[src/hw/rtl/dcfb_pkg.sv]
// Types, codes and CRC helper for the decimated CRC16 frame builder.
package dcfb_pkg;

  localparam logic [15:0] CRC_INIT = 16'hFFFF;
  localparam logic [15:0] CRC_POLY = 16'h1021;

  // Register indexes (byte address = 4 * index).
  localparam logic [1:0] REG_SYNC_FIRST  = 2'd0;
  localparam logic [1:0] REG_SYNC_SECOND = 2'd1;
  localparam logic [1:0] REG_PAYLOAD_LEN = 2'd2;
  localparam logic [1:0] REG_DECIMATION  = 2'd3;

  typedef enum logic [1:0] {
    KIND_HEADER  = 2'd0,
    KIND_PAYLOAD = 2'd1,
    KIND_CRC     = 2'd2
  } kind_t;

  typedef struct packed {
    logic [7:0]  out_byte;
    kind_t       byte_kind;
    logic        frame_end;
    logic        run_last;
    logic [31:0] loop_count;
    logic [31:0] drop_count;
  } beat_t;

  // CRC16-CCITT, MSB first, one byte.
  function automatic logic [15:0] crc_byte(input logic [15:0] crc_in,
                                           input logic [7:0] b);
    logic [15:0] c;
    c = crc_in ^ {b, 8'h00};
    for (int k = 0; k < 8; k++) begin
      if (c[15]) begin
        c = {c[14:0], 1'b0} ^ CRC_POLY;
      end else begin
        c = {c[14:0], 1'b0};
      end
    end
    return c;
  endfunction

endpackage

[src/hw/rtl/decimated_crc16_frame_builder_top.sv]
// Top level of the decimated sync/length/payload/CRC16 frame builder.
//
//   channel  | dir | handshake            | payload
//   ---------+-----+----------------------+------------------------------------------
//   in_      | in  | in_tvalid/in_tready  | tuser=func, tdata={tx_busy,data_byte}
//   out_     | out | out_tvalid/out_tready| tdata={drop,loop,byte} tuser={end,kind}
//   cfg_     | in  | APB, pready tied 1   | 4 regs at 0x0,0x4,0x8,0xC
//
// An accepted beat is fully processed in its acceptance cycle; its 0..3 result
// beats land in a 4-entry result queue, which drains one beat per cycle; output
// stalls back up the queue. in_tready is high while the queue holds at most one
// beat, so while the output drains, items that make zero or one result flow at
// one per cycle; a frame header or the payload beat that closes a frame (three
// results) holds the input until the queue is down to one beat. Reset (rst_n low,
// synchronous) clears counters and the queue and loads the register defaults.
module decimated_crc16_frame_builder_top (
  input  logic        clk,
  input  logic        rst_n,
  // input stream
  input  logic        in_tvalid,
  output logic        in_tready,
  input  logic [15:0] in_tdata,   // [7:0] data_byte, [8] tx_busy, [15:9] zero
  input  logic        in_tuser,   // [0] func: 0 control tick, 1 payload byte
  // result stream
  output logic        out_tvalid,
  input  logic        out_tready,
  output logic [71:0] out_tdata,  // [7:0] out_byte, [39:8] loop_count, [71:40] drop_count
  output logic [2:0]  out_tuser,  // [1:0] byte_kind, [2] frame_end
  output logic        out_tlast,  // run_last: last beat caused by one input beat
  // configuration
  input  logic        cfg_psel,
  input  logic        cfg_penable,
  input  logic        cfg_pwrite,
  input  logic [3:0]  cfg_paddr,
  input  logic [31:0] cfg_pwdata,
  output logic [31:0] cfg_prdata,
  output logic        cfg_pready
);

  // Configuration registers
  logic [7:0]  sync_first_r, sync_second_r, payload_len_r;
  logic [15:0] decimation_r;

  // Frame state
  logic [31:0] tick_r, tick_nxt;
  logic [15:0] phase_r, phase_nxt;
  logic [31:0] drop_r, drop_nxt;
  logic        open_r, open_nxt;
  logic [7:0]  left_r, left_nxt;
  logic [15:0] crc_r, crc_nxt;

  // Result queue
  dcfb_pkg::beat_t q_r [4];
  logic [1:0] wr_ptr_r, rd_ptr_r;
  logic [2:0] cnt_r;

  dcfb_pkg::beat_t res [3];
  logic [1:0]  n_res;
  logic        in_fire, out_fire, cfg_wr;
  logic [16:0] phase_sum;
  logic [7:0]  left_v;
  logic [15:0] crc_v;
  logic        func;
  logic [7:0]  data_byte;
  logic        tx_busy;

  assign func      = in_tuser;
  assign data_byte = in_tdata[7:0];
  assign tx_busy   = in_tdata[8];

  assign in_tready = (cnt_r <= 3'd1);
  assign in_fire   = in_tvalid && in_tready;
  assign out_tvalid = (cnt_r != 3'd0);
  assign out_fire  = out_tvalid && out_tready;

  assign out_tdata = {q_r[rd_ptr_r].drop_count, q_r[rd_ptr_r].loop_count,
                      q_r[rd_ptr_r].out_byte};
  assign out_tuser = {q_r[rd_ptr_r].frame_end, q_r[rd_ptr_r].byte_kind};
  assign out_tlast = q_r[rd_ptr_r].run_last;

  // APB
  assign cfg_pready = 1'b1;
  assign cfg_wr     = cfg_psel && cfg_penable && cfg_pwrite && cfg_pready;

  always_comb begin
    case (cfg_paddr[3:2])
      dcfb_pkg::REG_SYNC_FIRST:  cfg_prdata = {24'd0, sync_first_r};
      dcfb_pkg::REG_SYNC_SECOND: cfg_prdata = {24'd0, sync_second_r};
      dcfb_pkg::REG_PAYLOAD_LEN: cfg_prdata = {24'd0, payload_len_r};
      dcfb_pkg::REG_DECIMATION:  cfg_prdata = {16'd0, decimation_r};
      default:                   cfg_prdata = 32'd0;
    endcase
  end

  // Per-beat processing: state update and up to three results.
  always_comb begin
    tick_nxt  = tick_r;
    phase_nxt = phase_r;
    drop_nxt  = drop_r;
    open_nxt  = open_r;
    left_nxt  = left_r;
    crc_nxt   = crc_r;
    n_res     = 2'd0;
    phase_sum = {1'b0, phase_r} + 17'd1;
    left_v    = left_r - 8'd1;
    crc_v     = dcfb_pkg::crc_byte(crc_r, data_byte);
    for (int k = 0; k < 3; k++) begin
      res[k] = '0;
    end

    if (in_fire) begin
      if (!func) begin
        tick_nxt = tick_r + 32'd1;
        // decimation of zero acts as one: phase_sum is never below it
        if (phase_sum >= {1'b0, decimation_r}) begin
          phase_nxt = '0;
          if (tx_busy || open_r) begin
            drop_nxt = drop_r + 32'd1;
          end else begin
            res[0].out_byte  = sync_first_r;
            res[0].byte_kind = dcfb_pkg::KIND_HEADER;
            res[1].out_byte  = sync_second_r;
            res[1].byte_kind = dcfb_pkg::KIND_HEADER;
            res[2].out_byte  = payload_len_r;
            res[2].byte_kind = dcfb_pkg::KIND_HEADER;
            n_res    = 2'd3;
            crc_nxt  = dcfb_pkg::crc_byte(dcfb_pkg::CRC_INIT, payload_len_r);
            left_nxt = payload_len_r;
            open_nxt = 1'b1;
          end
        end else begin
          phase_nxt = phase_sum[15:0];
        end
      end else if (open_r) begin
        if (left_r != 8'd0) begin
          res[0].out_byte  = data_byte;
          res[0].byte_kind = dcfb_pkg::KIND_PAYLOAD;
          if (left_v == 8'd0) begin
            // last payload byte: trailer follows in the same run
            res[1].out_byte  = crc_v[7:0];
            res[1].byte_kind = dcfb_pkg::KIND_CRC;
            res[2].out_byte  = crc_v[15:8];
            res[2].byte_kind = dcfb_pkg::KIND_CRC;
            res[2].frame_end = 1'b1;
            n_res    = 2'd3;
            open_nxt = 1'b0;
            crc_nxt  = dcfb_pkg::CRC_INIT;
          end else begin
            n_res   = 2'd1;
            crc_nxt = crc_v;
          end
          left_nxt = left_v;
        end else begin
          // zero-length frame: trailer only, data byte ignored
          res[0].out_byte  = crc_r[7:0];
          res[0].byte_kind = dcfb_pkg::KIND_CRC;
          res[1].out_byte  = crc_r[15:8];
          res[1].byte_kind = dcfb_pkg::KIND_CRC;
          res[1].frame_end = 1'b1;
          n_res    = 2'd2;
          open_nxt = 1'b0;
          crc_nxt  = dcfb_pkg::CRC_INIT;
        end
      end
    end

    for (int k = 0; k < 3; k++) begin
      res[k].run_last   = (2'(k) == (n_res - 2'd1));
      res[k].loop_count = tick_nxt;
      res[k].drop_count = drop_nxt;
    end
  end

  always_ff @(posedge clk) begin
    if (!rst_n) begin
      sync_first_r  <= 8'd170;
      sync_second_r <= 8'd85;
      payload_len_r <= 8'd73;
      decimation_r  <= 16'd2;
      tick_r   <= '0;
      phase_r  <= '0;
      drop_r   <= '0;
      open_r   <= 1'b0;
      left_r   <= '0;
      crc_r    <= dcfb_pkg::CRC_INIT;
      wr_ptr_r <= '0;
      rd_ptr_r <= '0;
      cnt_r    <= '0;
    end else begin
      if (cfg_wr) begin
        case (cfg_paddr[3:2])
          dcfb_pkg::REG_SYNC_FIRST:  sync_first_r  <= cfg_pwdata[7:0];
          dcfb_pkg::REG_SYNC_SECOND: sync_second_r <= cfg_pwdata[7:0];
          dcfb_pkg::REG_PAYLOAD_LEN: payload_len_r <= cfg_pwdata[7:0];
          dcfb_pkg::REG_DECIMATION:  decimation_r  <= cfg_pwdata[15:0];
          default: ;
        endcase
      end
      tick_r   <= tick_nxt;
      phase_r  <= phase_nxt;
      drop_r   <= drop_nxt;
      open_r   <= open_nxt;
      left_r   <= left_nxt;
      crc_r    <= crc_nxt;
      wr_ptr_r <= wr_ptr_r + n_res;
      if (out_fire) begin
        rd_ptr_r <= rd_ptr_r + 2'd1;
      end
      cnt_r <= cnt_r + {1'b0, n_res} - {2'd0, out_fire};
    end
  end

  // Queue storage, no reset needed
  always_ff @(posedge clk) begin
    for (int k = 0; k < 3; k++) begin
      if (2'(k) < n_res) begin
        q_r[wr_ptr_r + 2'(k)] <= res[k];
      end
    end
  end

endmodule

[config.mk]
export PLATFORM = sky130hd
export DESIGN_NAME = decimated_crc16_frame_builder_top
export DESIGN_NICKNAME = d
export VERILOG_FILES = /design/src/hw/rtl/dcfb_pkg.sv /design/src/hw/rtl/decimated_crc16_frame_builder_top.sv
export SDC_FILE = /design/constraint.sdc
export NUM_CORES = 1
export LEC_CHECK = 0
export ABC_AREA = 1
export BUFFER_PORTS_ARGS = -buffer_cell sky130_fd_sc_hd__clkbuf_2
export CAP_MARGIN = 10
export CORE_UTILIZATION = 40
export DETAILED_ROUTE_END_ITERATION = 10
export PLACE_DENSITY = 0.58
export SETUP_SLACK_MARGIN = 0.3
export SLEW_MARGIN = 20
export SYNTH_ARGS = -nofsm -noshare
export SYNTH_HDL_FRONTEND = slang
export SYNTH_SLANG_ARGS = --single-unit
[constraint.sdc]
create_clock -name clk -period 11.15 [get_ports clk]
set_clock_uncertainty 0.05 [all_clocks]
set_input_delay 1.6725 -clock clk [delete_from_list [all_inputs] [get_ports clk]]
set_output_delay 1.6725 -clock clk [all_outputs]
set_load 0.02 [all_outputs]
==> flow_summary.json <==
{
  "status": "finished, final reports clean",
  "num_vias": 19100,
  "slew_viol_final": 0,
  "fmax_ghz": 0.161,
  "cp_max_fo": 42,
  "cap_violations": 0,
  "period_needed_ps": 6220,
  "grt_setup_unrepaired": "no",
  "p_per_area_mw_per_mm2": 175,
  "antenna_found_initial": 0,
  "final_nets": 2953,
  "final_cell_mix": "nor2_1 (579), nand2_1 (457), edfxtp_1 (300)",
  "slowest_delay_ps": 610,
  "htree_levels": 2,
  "ir_drop_v": 0.000132,
  "path_cells": "nand3_1 -> nor3_1 -> inv_1 -> nor3_1 -> nand4_1 -> nor2_1 -> nand3b_1 -> xnor2_1 -> ha_1 -> nand2_1 -> nor2_1 -> nand2_1 -> o21ai_0 -> nor2_1 -> nand2_4 -> nand3_4 -> nand2_4 -> nand2_2 -> inv_4 -> nand2_2 -> nand3_4 -> buf_4 -> inv_2 -> nor2_1",
  "wl_um": 67300,
  "drc": 0,
  "synth_area_mm2": 0.0234,
  "hpwl_um": 43700,
  "coreArea_mm2": 0.0577,
  "yosysWarnings": 0,
  "cts-buffers-inserted": 51,
  "rows": 88,
  "post_cts_buffers": 0,
  "dieHeight_um": 244,
  "startpoint_type": "flip-flop",
  "drtIter0Drc": 1624,
  "postCtsResizedCells": 0,
  "grt.overflow.total": 0,
  "track_usage": 0.227,
  "wl_per_cell_um": 18.3,
  "setup_slack_ps": 4930,
  "dieArea_mm2": 0.0594,
  "areaGrowthSynthToFinish_pct": 12.0,
  "power_w": 0.00458,
  "worstSetupPathType": "reg2reg",
  "finalSetupTns_ps": 0,
  "die_w_um": 244,
  "cts.clk_slew.worst_paths_ps": 60,
  "routabilityCongestion": 0.900,
  "required_ps": 11550,
  "cp_common_cell": "nor2_1",
  "drive_above_1_share": 0.113,
  "root_buffer": "clkbuf_16",
  "period_share": 0.558,
  "io_pins": 171,
  "async_flop_share": 0,
  "tritoncts": "built",
  "syn_inst": 2789,
  "worst_pin_slew_ps": 1080,
  "multi_input_area_mm2": 0.00943,
  "grt_pass1_vias": 18500,
  "firstDrtPassIters": 6,
  "diodes": 0,
  "viasPerCell": 5.20,
  "place_ws_ps": 4940,
  "num-fill-cells": 5701,
  "clock_latency_ps": 620,
  "power.leakage_nw": 10.5,
  "ys_seq_area_frac": 0.521,
  "min_path_type": "reg2reg",
  "synth_edf_count": 300,
  "grt_pass1_wl_um": 106000,
  "initial_core_util": 0.405,
  "synth-seq-cells": 458,
  "setup_viol_count_final": 0,
  "portBuffers": 128,
  "finalHoldViolations": 0,
  "slew_headroom": 0.274,
  "regArea_mm2": 0.0122,
  "ys_types": 58,
  "crit_arrival_ps": 6620,
  "grt_max_degree": 105,
  "clkSinkCount": 458,
  "endpoint_kind": "flip-flop",
  "cts_buffer_depth": 3,
  "ant_nets": 0,
  "crit_path_top_delay_cell": "buf_4",
  "final_common_cell": "nor2_1",
  "synth_ff_type": "edfxtp_1",
  "avgSynthCellArea_um2": 8.38,
  "cts_hold_buf": 0
}
==> power breakdown <==
group          switching, W  internal [W]
Clock              0.000727      0.000968
Sequential        0.0000541       0.00185
Combinational      0.000726      0.000257
Total               0.00151       0.00307
==> layer usage <==
metal	wire [um]	GRT usage	vias up
met5	0	0	-
met4	1750	0.0640	0
met3	3700	0.0329	107
met2	31400	0.377	572
met1	30500	0.306	9085
li1	-	-	9363
==> sequential cells by signal, indices dropped and copies added (netlist names), named ones only <==
register	flops
cnt_r	3
crc_r	16
decimation_r	16
drop_r	32
left_r	8
open_r	1
payload_len_r	8
phase_r	16
q_r	304
rd_ptr_r	2
sync_first_r	8
sync_second_r	8
tick_r	32
wr_ptr_r	2
==> path summary, 6_finish.rpt <==
path                       startpoint                    to  slack, ps  depth (start not counted)
max           phase_r[0]$_SDFFE_PN0P_  q_r[3][39]$_DFFE_PP_       4930                         24
min          rd_ptr_r[1]$_SDFFE_PN0P_             flip-flop        420                          2
max reg2reg   phase_r[0]$_SDFFE_PN0P_  q_r[3][39]$_DFFE_PP_       4930                         24
min reg2reg  rd_ptr_r[1]$_SDFFE_PN0P_             flip-flop        420                          2
==> stage by stage <==
| stage | area, um2 | utilization | hold WS [ps] | instances |
|---|---|---|---|---|
| 6_report | 26200 | 0.454 | 422 | 3675 |
| 5_1_grt | 26200 | 0.454 | 448 | 3675 |
| 4_1_cts | 26200 | 0.453 | 419 | 3675 |
| 3_5_place_dp | 24500 | 0.424 | 404 | 3579 |
| 3_3_place_gp | 24500 | 0.424 | 397 | 3579 |
| 2_1_floorplan | 23400 | - | 386 | 2804 |
==> cell families after synthesis <==
logic type	Yosys count	share of synthesized area
xor gates and xnor gates	80	0.0300
muxes	1	0.000429
other	2	0.000321
DFF	458	0.521
buffers and inverters	434	0.0787
adders and majority gates	26	0.0142
and+or+nand+nor	1285	0.235
AOI/OAI and AO/OA	503	0.120
==> layout make-up <==
| class | instances | area share |
|---|---|---|
| sequential | 458 | 0.465 |
| clock buffer | 69 | 0.0540 |
| tap | 765 | 0.0366 |
| clock inverter | 27 | 0.0107 |
| timing repair buffer | 146 | 0.0298 |
| inverter | 298 | 0.0432 |
| multi-input combinational | 1912 | 0.360 |
==> worst max-delay path, delay by kind of cell, from the launching register on <==
family / cells / cell delay, ps
flip-flops: 1 / 420
AND/OR/NAND/NOR: 17 / 3560
XOR/XNOR: 1 / 150
adder cells (fa/ha/maj): 1 / 300
AO/OA/AOI/OAI: 1 / 150
buffers and inverters: 4 / 1370
==> Yosys cell counts (all sizes together), types with 4 or more instances <==
cell type | count | area share
nor2 | 631 | 0.11
nand2 | 476 | 0.080
edfxtp | 300 | 0.39
inv | 295 | 0.048
o21ai | 264 | 0.057
dfxtp | 158 | 0.14
nand3 | 107 | 0.026
a21oi | 90 | 0.019
o22ai | 85 | 0.023
clkbuf | 79 | 0.013
buf | 57 | 0.018
xor2 | 49 | 0.018
xnor2 | 31 | 0.012
o211ai | 28 | 0.0090
ha | 25 | 0.013
nor3 | 23 | 0.0049
nand4 | 21 | 0.0059
and2 | 8 | 0.0021
a22oi | 7 | 0.0022
o2111ai | 6 | 0.0022
or2 | 6 | 0.0016
o21a | 5 | 0.0016
o221ai | 5 | 0.0019
o31ai | 5 | 0.0016
nand3b | 4 | 0.0013
(Power assumes the default switching activity.)
